### src/hw/rtl/dttf_pkg.sv
`timescale 1ns / 1ps
// ----------------------------------------------------------------------------
// dttf_pkg: shared types and constants for decimal text to fixed point
// Character codes, field widths, powers of ten and the bundles between the
// top level and the accumulator.
// ----------------------------------------------------------------------------
package dttf_pkg;

    localparam int CHAR_W          = 8;
    localparam int VALUE_W         = 64;
    localparam int FRAC_DIGITS_DEF = 8;

    localparam logic [CHAR_W-1:0] CHAR_DOT  = 8'h2E;
    localparam logic [CHAR_W-1:0] CHAR_ZERO = 8'h30;
    localparam logic [CHAR_W-1:0] CHAR_NINE = 8'h39;

    // One input request as seen by the accumulator
    typedef struct packed {
        logic              take;
        logic              has_char;
        logic              last;
        logic [CHAR_W-1:0] char_code;
    } step_t;

    // Finished conversion for the result register
    typedef struct packed {
        logic [VALUE_W-1:0] value;
        logic               ok;
    } res_t;

    // Ten to the n, modulo 2^64; used only at elaboration
    function automatic logic [VALUE_W-1:0] pow10(input int n);
        logic [VALUE_W-1:0] p;
        p = 64'd1;
        for (int k = 0; k < n; k++)
        begin
            p = p * 64'd10;
        end
        return p;
    endfunction

endpackage

### src/hw/rtl/dttf_char_if.sv
`timescale 1ns / 1ps
// ----------------------------------------------------------------------------
// dttf_char_if: character channel
// Carries one text character per request, with its end marker.
// ----------------------------------------------------------------------------
interface dttf_char_if;
    logic                        valid;
    logic                        ready;
    logic [dttf_pkg::CHAR_W-1:0] char_code;
    logic                        has_char;
    logic                        last;

    modport source (output valid, output char_code, output has_char, output last,
                    input ready);
    modport sink   (input valid, input char_code, input has_char, input last,
                    output ready);
endinterface

### src/hw/rtl/dttf_res_if.sv
`timescale 1ns / 1ps
// ----------------------------------------------------------------------------
// dttf_res_if: result channel
// Carries one converted fixed-point value and its well-formed flag.
// ----------------------------------------------------------------------------
interface dttf_res_if;
    logic                         valid;
    logic                         ready;
    logic [dttf_pkg::VALUE_W-1:0] value;
    logic                         valid_res;

    modport source (output valid, output value, output valid_res, input ready);
    modport sink   (input valid, input value, input valid_res, output ready);
endinterface

### src/hw/rtl/dttf_acc.sv
`timescale 1ns / 1ps
// ----------------------------------------------------------------------------
// dttf_acc: character accumulator
// Folds one character per cycle, when taken, into a pre-scaled integer part
// and a padded fraction part, so the result is a single add at end of string.
// ----------------------------------------------------------------------------
module dttf_acc #(
    parameter int FRAC_DIGITS = dttf_pkg::FRAC_DIGITS_DEF
) (
    input  logic            clk,
    input  logic            rst_n,
    input  dttf_pkg::step_t step,
    output dttf_pkg::res_t  res
);

    localparam logic [63:0] SCALE  = dttf_pkg::pow10(FRAC_DIGITS);
    localparam int          FRAC_W = $clog2(SCALE);
    localparam int          CNT_W  = $clog2(FRAC_DIGITS + 1);
    localparam logic [CNT_W-1:0] CNT_MAX = CNT_W'(FRAC_DIGITS);

    // Integer part is kept already multiplied by 10^FRAC_DIGITS (mod 2^64)
    logic [63:0]       int_reg, int_next;
    logic [FRAC_W-1:0] frac_reg, frac_next;
    logic [CNT_W-1:0]  cnt_reg, cnt_next;
    logic              in_frac_reg, in_frac_next;
    logic              bad_reg, bad_next;
    logic              seen_reg, seen_next;

    logic [FRAC_W-1:0] place_tbl [FRAC_DIGITS+1];
    logic [3:0]        digit;
    logic              is_dot;
    logic              is_digit;
    logic [63:0]       int_times10;
    logic [63:0]       int_digit;
    logic [FRAC_W+3:0] frac_prod;

    // Place value of the next fraction digit; zero once the fraction is full
    for (genvar g = 0; g <= FRAC_DIGITS; g++)
    begin : g_place
        if (g < FRAC_DIGITS)
        begin : g_used
            assign place_tbl[g] = FRAC_W'(dttf_pkg::pow10(FRAC_DIGITS - 1 - g));
        end
        else
        begin : g_full
            assign place_tbl[g] = '0;
        end
    end

    // Decode the character and form the digit terms
    always_comb
    begin
        is_dot      = (step.char_code == dttf_pkg::CHAR_DOT);
        is_digit    = (step.char_code >= dttf_pkg::CHAR_ZERO) &&
                      (step.char_code <= dttf_pkg::CHAR_NINE);
        digit       = 4'(step.char_code - dttf_pkg::CHAR_ZERO);
        int_times10 = {int_reg[60:0], 3'b000} + {int_reg[62:0], 1'b0};
        int_digit   = SCALE * {60'd0, digit};
        frac_prod   = (FRAC_W+4)'(place_tbl[cnt_reg]) * (FRAC_W+4)'(digit);
    end

    // Advance the parse state by one character
    always_comb
    begin
        int_next     = int_reg;
        frac_next    = frac_reg;
        cnt_next     = cnt_reg;
        in_frac_next = in_frac_reg;
        bad_next     = bad_reg;
        seen_next    = seen_reg;
        if (step.take && step.has_char)
        begin
            seen_next = 1'b1;
            if (!bad_reg)
            begin
                if (is_dot)
                begin
                    if (in_frac_reg)
                    begin
                        bad_next = 1'b1;
                    end
                    else
                    begin
                        in_frac_next = 1'b1;
                    end
                end
                else if (!is_digit)
                begin
                    bad_next = 1'b1;
                end
                else if (!in_frac_reg)
                begin
                    int_next = int_times10 + int_digit;
                end
                else if (cnt_reg < CNT_MAX)
                begin
                    frac_next = frac_reg + frac_prod[FRAC_W-1:0];
                    cnt_next  = cnt_reg + CNT_W'(1);
                end
            end
        end
        res.ok    = seen_next && !bad_next;
        res.value = res.ok ? (int_next + 64'(frac_next)) : '0;
    end

    // Hold state; drop it after the end of each string
    always_ff @(posedge clk or negedge rst_n)
    begin
        if (!rst_n)
        begin
            int_reg     <= '0;
            frac_reg    <= '0;
            cnt_reg     <= '0;
            in_frac_reg <= 1'b0;
            bad_reg     <= 1'b0;
            seen_reg    <= 1'b0;
        end
        else if (step.take && step.last)
        begin
            int_reg     <= '0;
            frac_reg    <= '0;
            cnt_reg     <= '0;
            in_frac_reg <= 1'b0;
            bad_reg     <= 1'b0;
            seen_reg    <= 1'b0;
        end
        else
        begin
            int_reg     <= int_next;
            frac_reg    <= frac_next;
            cnt_reg     <= cnt_next;
            in_frac_reg <= in_frac_next;
            bad_reg     <= bad_next;
            seen_reg    <= seen_next;
        end
    end

    // Fraction digits only exist after a dot
    a_frac_after_dot: assert property (@(posedge clk) disable iff (!rst_n)
        !in_frac_reg |-> (cnt_reg == '0 && frac_reg == '0))
        else $error("fraction state without a dot");

    // Kept fraction stays below one whole unit
    a_frac_range: assert property (@(posedge clk) disable iff (!rst_n)
        (cnt_reg <= CNT_MAX) && (64'(frac_reg) < SCALE))
        else $error("fraction accumulator out of range");

    // End of string leaves a clean state
    a_clear_on_last: assert property (@(posedge clk) disable iff (!rst_n)
        (step.take && step.last) |=> (!seen_reg && !bad_reg && int_reg == '0))
        else $error("state not cleared after end of string");

    // An error can only follow a seen character
    a_bad_needs_char: assert property (@(posedge clk) disable iff (!rst_n)
        bad_reg |-> seen_reg)
        else $error("error flag without any character");

endmodule

### src/hw/rtl/decimal_text_to_fixed_point_top.sv
`timescale 1ns / 1ps
// ----------------------------------------------------------------------------
// decimal_text_to_fixed_point_top: decimal text to fixed-point converter
// Converts an unsigned decimal string, one character per request, to the
// number times 10^FRAC_DIGITS modulo 2^64, with a well-formed flag.
// ----------------------------------------------------------------------------
//  channel   dir  payload                          notes
//  char_in   in   char_code[7:0], has_char, last   one request per character
//  res_out   out  value[63:0], valid_res           one request per last
//
//  One character per cycle unless stalled; the result appears in the cycle
//  after its last request is accepted, held in a single output register.
//  The accumulator does one multiply-by-ten add step a cycle while input moves.
//  Reset clears the parse state and the output valid flag; no clearing pass.
//  A result waiting in the output register stalls all input until it is taken.
// ----------------------------------------------------------------------------
module decimal_text_to_fixed_point_top #(
    parameter int FRAC_DIGITS = dttf_pkg::FRAC_DIGITS_DEF
) (
    input  logic          clk,
    input  logic          rst_n,
    dttf_char_if.sink     char_in,
    dttf_res_if.source    res_out
);

    dttf_pkg::step_t step;
    dttf_pkg::res_t  acc_res;

    logic        res_valid_reg;
    logic [63:0] res_value_reg;
    logic        res_ok_reg;
    logic        take;

    // Accept while the output register is empty or being emptied
    assign char_in.ready = !res_valid_reg || res_out.ready;
    assign take          = char_in.valid && char_in.ready;

    always_comb
    begin
        step.take      = take;
        step.has_char  = char_in.has_char;
        step.last      = char_in.last;
        step.char_code = char_in.char_code;
    end

    dttf_acc #(
        .FRAC_DIGITS (FRAC_DIGITS)
    ) u_acc (
        .clk   (clk),
        .rst_n (rst_n),
        .step  (step),
        .res   (acc_res)
    );

    // Output register: load on end of string, drop when taken
    always_ff @(posedge clk or negedge rst_n)
    begin
        if (!rst_n)
        begin
            res_valid_reg <= 1'b0;
        end
        else if (take && char_in.last)
        begin
            res_valid_reg <= 1'b1;
        end
        else if (res_out.ready)
        begin
            res_valid_reg <= 1'b0;
        end
    end

    always_ff @(posedge clk)
    begin
        if (take && char_in.last)
        begin
            res_value_reg <= acc_res.value;
            res_ok_reg    <= acc_res.ok;
        end
    end

    assign res_out.valid     = res_valid_reg;
    assign res_out.value     = res_value_reg;
    assign res_out.valid_res = res_ok_reg;

    // A result is never overwritten before it is taken
    a_no_overwrite: assert property (@(posedge clk) disable iff (!rst_n)
        (res_valid_reg && !res_out.ready) |-> !take)
        else $error("pending result would be overwritten");

    // End of string always produces a result next cycle
    a_last_gives_result: assert property (@(posedge clk) disable iff (!rst_n)
        (take && char_in.last) |=> res_valid_reg)
        else $error("missing result after end of string");

    // Invalid text reports a zero value
    a_invalid_zero: assert property (@(posedge clk) disable iff (!rst_n)
        (res_valid_reg && !res_ok_reg) |-> (res_value_reg == '0))
        else $error("invalid result with nonzero value");

endmodule

### src/flat_wrapper.sv
// flat-port wrapper written by rule: the top's interface ports become plain ports
module decimal_text_to_fixed_point_top_flat 
#(
    parameter int FRAC_DIGITS = dttf_pkg::FRAC_DIGITS_DEF
)
  (clk, rst_n, char_in_valid, char_in_char_code, char_in_has_char, char_in_last, char_in_ready, res_out_valid, res_out_value, res_out_valid_res, res_out_ready);
  dttf_char_if char_in_i ();
  dttf_res_if res_out_i ();
  input  logic clk;
  input  logic rst_n;
  input wire logic [$bits(char_in_i.valid)-1:0] char_in_valid;
  input wire logic [$bits(char_in_i.char_code)-1:0] char_in_char_code;
  input wire logic [$bits(char_in_i.has_char)-1:0] char_in_has_char;
  input wire logic [$bits(char_in_i.last)-1:0] char_in_last;
  output wire logic [$bits(char_in_i.ready)-1:0] char_in_ready;
  output wire logic [$bits(res_out_i.valid)-1:0] res_out_valid;
  output wire logic [$bits(res_out_i.value)-1:0] res_out_value;
  output wire logic [$bits(res_out_i.valid_res)-1:0] res_out_valid_res;
  input wire logic [$bits(res_out_i.ready)-1:0] res_out_ready;
  assign char_in_i.valid = char_in_valid;
  assign char_in_i.char_code = char_in_char_code;
  assign char_in_i.has_char = char_in_has_char;
  assign char_in_i.last = char_in_last;
  assign char_in_ready = char_in_i.ready;
  assign res_out_valid = res_out_i.valid;
  assign res_out_value = res_out_i.value;
  assign res_out_valid_res = res_out_i.valid_res;
  assign res_out_i.ready = res_out_ready;
  decimal_text_to_fixed_point_top #(.FRAC_DIGITS(FRAC_DIGITS)) u_core (.clk(clk), .rst_n(rst_n), .char_in(char_in_i), .res_out(res_out_i));
endmodule
### config.mk
export PLATFORM = sky130hd
export DESIGN_NAME = decimal_text_to_fixed_point_top_flat
export DESIGN_NICKNAME = d
export VERILOG_FILES = /design/src/hw/rtl/dttf_pkg.sv /design/src/hw/rtl/dttf_char_if.sv /design/src/hw/rtl/dttf_res_if.sv /design/src/hw/rtl/dttf_acc.sv /design/src/hw/rtl/decimal_text_to_fixed_point_top.sv /design/src/flat_wrapper.sv
export SDC_FILE = /design/constraint.sdc
export NUM_CORES = 1
export LEC_CHECK = 0
export BUFFER_PORTS_ARGS = -buffer_cell sky130_fd_sc_hd__buf_2
export CORE_MARGIN = 5
export CORE_UTILIZATION = 35
export DETAILED_ROUTE_END_ITERATION = 12
export PLACE_DENSITY = 0.58
export SLEW_MARGIN = 25
export SYNTH_ARGS = -nofsm -noshare
export SYNTH_HDL_FRONTEND = slang
export SYNTH_SLANG_ARGS = --single-unit
export TNS_END_PERCENT = 30
### constraint.sdc
create_clock -name clk -period 11 [get_ports clk]
set_input_delay 1.1 -clock clk [delete_from_list [all_inputs] [get_ports clk]]
set_output_delay 1.1 -clock clk [all_outputs]
set_load 0.01 [all_outputs]
==> impl_metrics.yaml <==
outcome:
  outcome: "finished clean"
synth:
  ys_types: 86
  synth-compound-area-share_pct: 16.9
  mappedNetlistArea_mm2: 0.0178
  synth_top_area_share_pct: 13.9
  synth-async-reset-ratio_pct: 60.4
  synth_top_family_by_area: "adder cells"
  synthMuxAreaShare_pct: 2.12
  syn_avg_cell_area_um2: 8.45
  synth_most_common_cell: "nand2_1"
  synth_area_leaders: "dfrtp_1 (14%), ha_1 (14%), edfxtp_1 (11%), fa_1 (10%), a21oi_1 (4.7%)"
  synth_common_cells: "nand2_1 (212), nor2_1 (208), ha_1 (197)"
  synth-edff-count: 65
  ys_ff_latch: 164
  yosysWarnings: 0
  synth_cells: 2103
  yosysTopAreaCell: "dfrtp_1"
  synthSimpleGateAreaFrac_pct: 20.7
  synth-xor-area-share_pct: 5.52
  synth-adder-area-share_pct: 24.0
  ys_seq_area_share_pct: 24.9
  syn_nets: 2404
  synth_ff_type: "dfrtp_1"
timing:
  hold_viol_final: 0
  finalMaxSlewViolations: 0
  rsz0062_at_grt: "no"
  whs_ps: 557
  min_period_ps: 10200
  max_freq_mhz: 98.0
  tightestPinTransition_ps: 920
  setup_viol: 0
  worst_slew_margin_rel_pct: 38.3
  fin_tns_setup_ps: 0
  finalCritPeriodShare_pct: 92.7
  finClkSkew_ps: 12.2
setup_path:
  critPathKind: "flop to flop"
  max_stage_delay_ps: 600
  worstPathArrival_ps: 10410
  slowest_stage: "or4b_1"
  critical_path_peak_fanout: 11
  cp-startpoint: "u_core.u_acc.cnt_reg[0]"
  r2r_cells: 35
  required_ps: 11210
  end_kind: "flop"
  worst_setup_path_start_kind: "flop"
  r2r_slack_ps: 800
  reg2reg_from: "u_core.u_acc.cnt_reg[0]"
  cp-endpoint: "u_core.res_out.value[63]"
  r2r-end: "u_core.res_out.value[63]"
drt:
  dr_total_vias: 15254
  routed_via_density: 5.38
  first_pass_iters: 5
  drtIter0Drc: 1069
  avgRoutedWirePerCell_um: 18.2
  wl_mm: 51.6
  ant_nets: 0
  post-route-drc-count: 0
final_layout:
  final_nets: 2451
  regArea_mm2: 0.00443
  multiInputGateArea_mm2: 0.0124
  drive_gt1_share_pct: 7.72
  antenna_cells: 0
  synthToLayoutAreaGrowth_pct: 10.2
  fillers: 5096
floorplanning:
  num_rows: 82
  die_w_um: 235
  io_pins: 81
  die_y_um: 235
  fp.coreArea_mm2: 0.0502
  start_util_pct: 35.4
  fp.dieArea_mm2: 0.0554
power_and_ir_drop:
  p_leak_uw: 0.00922
  peakVddDrop_uv: 109
  power_uw: 1870
  power.density_mw_per_mm2: 95.5
placed_design:
  dp_hpwl_mm: 40.8
  port_buffers: 80
  gp_congestion: 0.952
cts:
  root_buffer: "clkbuf_16"
  cts_buffers: 17
  cts_setup_buffers: 0
  cts_sinks: 164
  clk_latency_ps: 460
  clkTransAtPathRegs_ps: 70
  tritoncts: "built"
  htree_levels: 4
  clk_path_buf_depth: 2
min_path:
  hp-class: "flop to flop"
  hold_start: "u_core.u_acc.frac_reg[0]"
global_route:
  grt.total_usage_pct: 18.5
  grt.overflow.total: 0
  grt_antenna_before_repair: 0
  grt_max_degree: 71
  grt_pass1_vias: 15233
  grt_pass1_wl_mm: 83.7
job:
  maxCapViolations: 0
==> where the power goes <==
part,switching [µW],internal [µW]
Sequential,7.09,649
Combinational,351,184
Clock,270,409
==> worst max-delay path: cells and delay by family (launching register included) <==
family	cells	cell delay, ps
adders and majority gates	6	2380
DFF	1	550
muxes	2	600
buffers and inverters	4	430
AOI/OAI and AO/OA	12	3120
and+or+nand+nor	11	2870
==> placed cells by master, fill, tap and decap left out, types with 5 or more instances in the layout <==
cell	Yosys	routed
xor2_1	56	56
and3_1	28	28
nor4_1	11	11
and2_1	78	78
nor2b_1	16	16
or4_1	5	5
nand3_1	31	31
or3_1	19	19
o31ai_1	7	7
buf_4	0	25
o211ai_1	12	12
nand4_1	33	33
o21bai_1	20	20
buf_2	10	79
nor3_1	50	48
and4_1	7	7
ha_1	197	197
fa_1	90	90
a211oi_1	17	17
nand2_1	212	212
mux2i_1	32	32
a21o_1	38	38
o31a_1	6	6
dfrtp_1	99	99
o21a_1	22	22
nor2_1	208	208
clkbuf_16	0	17
a21boi_0	10	9
bufinv_16	0	5
nand2b_1	21	21
o21ai_0	107	107
inv_1	193	192
a31oi_1	20	20
a21oi_1	166	166
edfxtp_1	65	65
o21ai_1	7	6
xnor2_1	56	56
==> final cells by class <==
cell class                      count  area share (%)
Multi-Input combinational cell   1669            63.1
Inverter                          194            3.73
Tap cell                          672            4.29
Sequential cell                   164            22.6
Clock buffer                       19            2.26
Timing Repair Buffer              104            2.98
Clock inverter                     13            1.05
==> per-layer routing <==
metal	GRT usage, %	vias to the layer above	share of wire, %
met5	0	-	0
li1	-	7423	-
met1	25.7	7410	46
met2	30.5	363	47
met3	2.41	58	4.8
met4	4.91	0	2.2
==> through the flow <==
stage	worst slack, ps	util, %	instance area (µm²)	instances
after floorplan	1900	-	17800	2103
after global placement	641	37.7	18900	2803
after detailed placement	390	37.7	18900	2803
after CTS	590	39.0	19600	2835
after global routing	58.3	39.0	19600	2835
final	798	39.0	19600	2835
==> cell families (layout without fill, tap and decap cells) <==
group                    count (synthesis)  in the layout
adder cells (fa/ha/maj)                287            287
XOR/XNOR                               112            112
flip-flops                             164            164
AND/OR/NAND/NOR                        750            750
AO/OA/AOI/OAI                          483            483
buffers and inverters                  270            330
multiplexers                            37             37
==> worst min-delay path by stage <==
stage | endpoint | slack [ps] | cells after the start
2_1_floorplan | u_core.u_acc.bad_reg | 470 | 2
3_3_place_gp | u_core.u_acc.bad_reg | 520 | 2
3_5_place_dp | u_core.res_out.valid | 550 | 2
4_1_cts | u_core.res_out.valid | 560 | 2
5_1_grt | u_core.u_acc.seen_reg | 600 | 2
6_report | u_core.u_acc.frac_reg[0] | 560 | 2
==> repair_timing <==
item,in CTS,in global routing
resized for setup,0,2
hold buffers,0,0
setup endpoints to repair,0,1
Power figures use the tool's default switching activity.
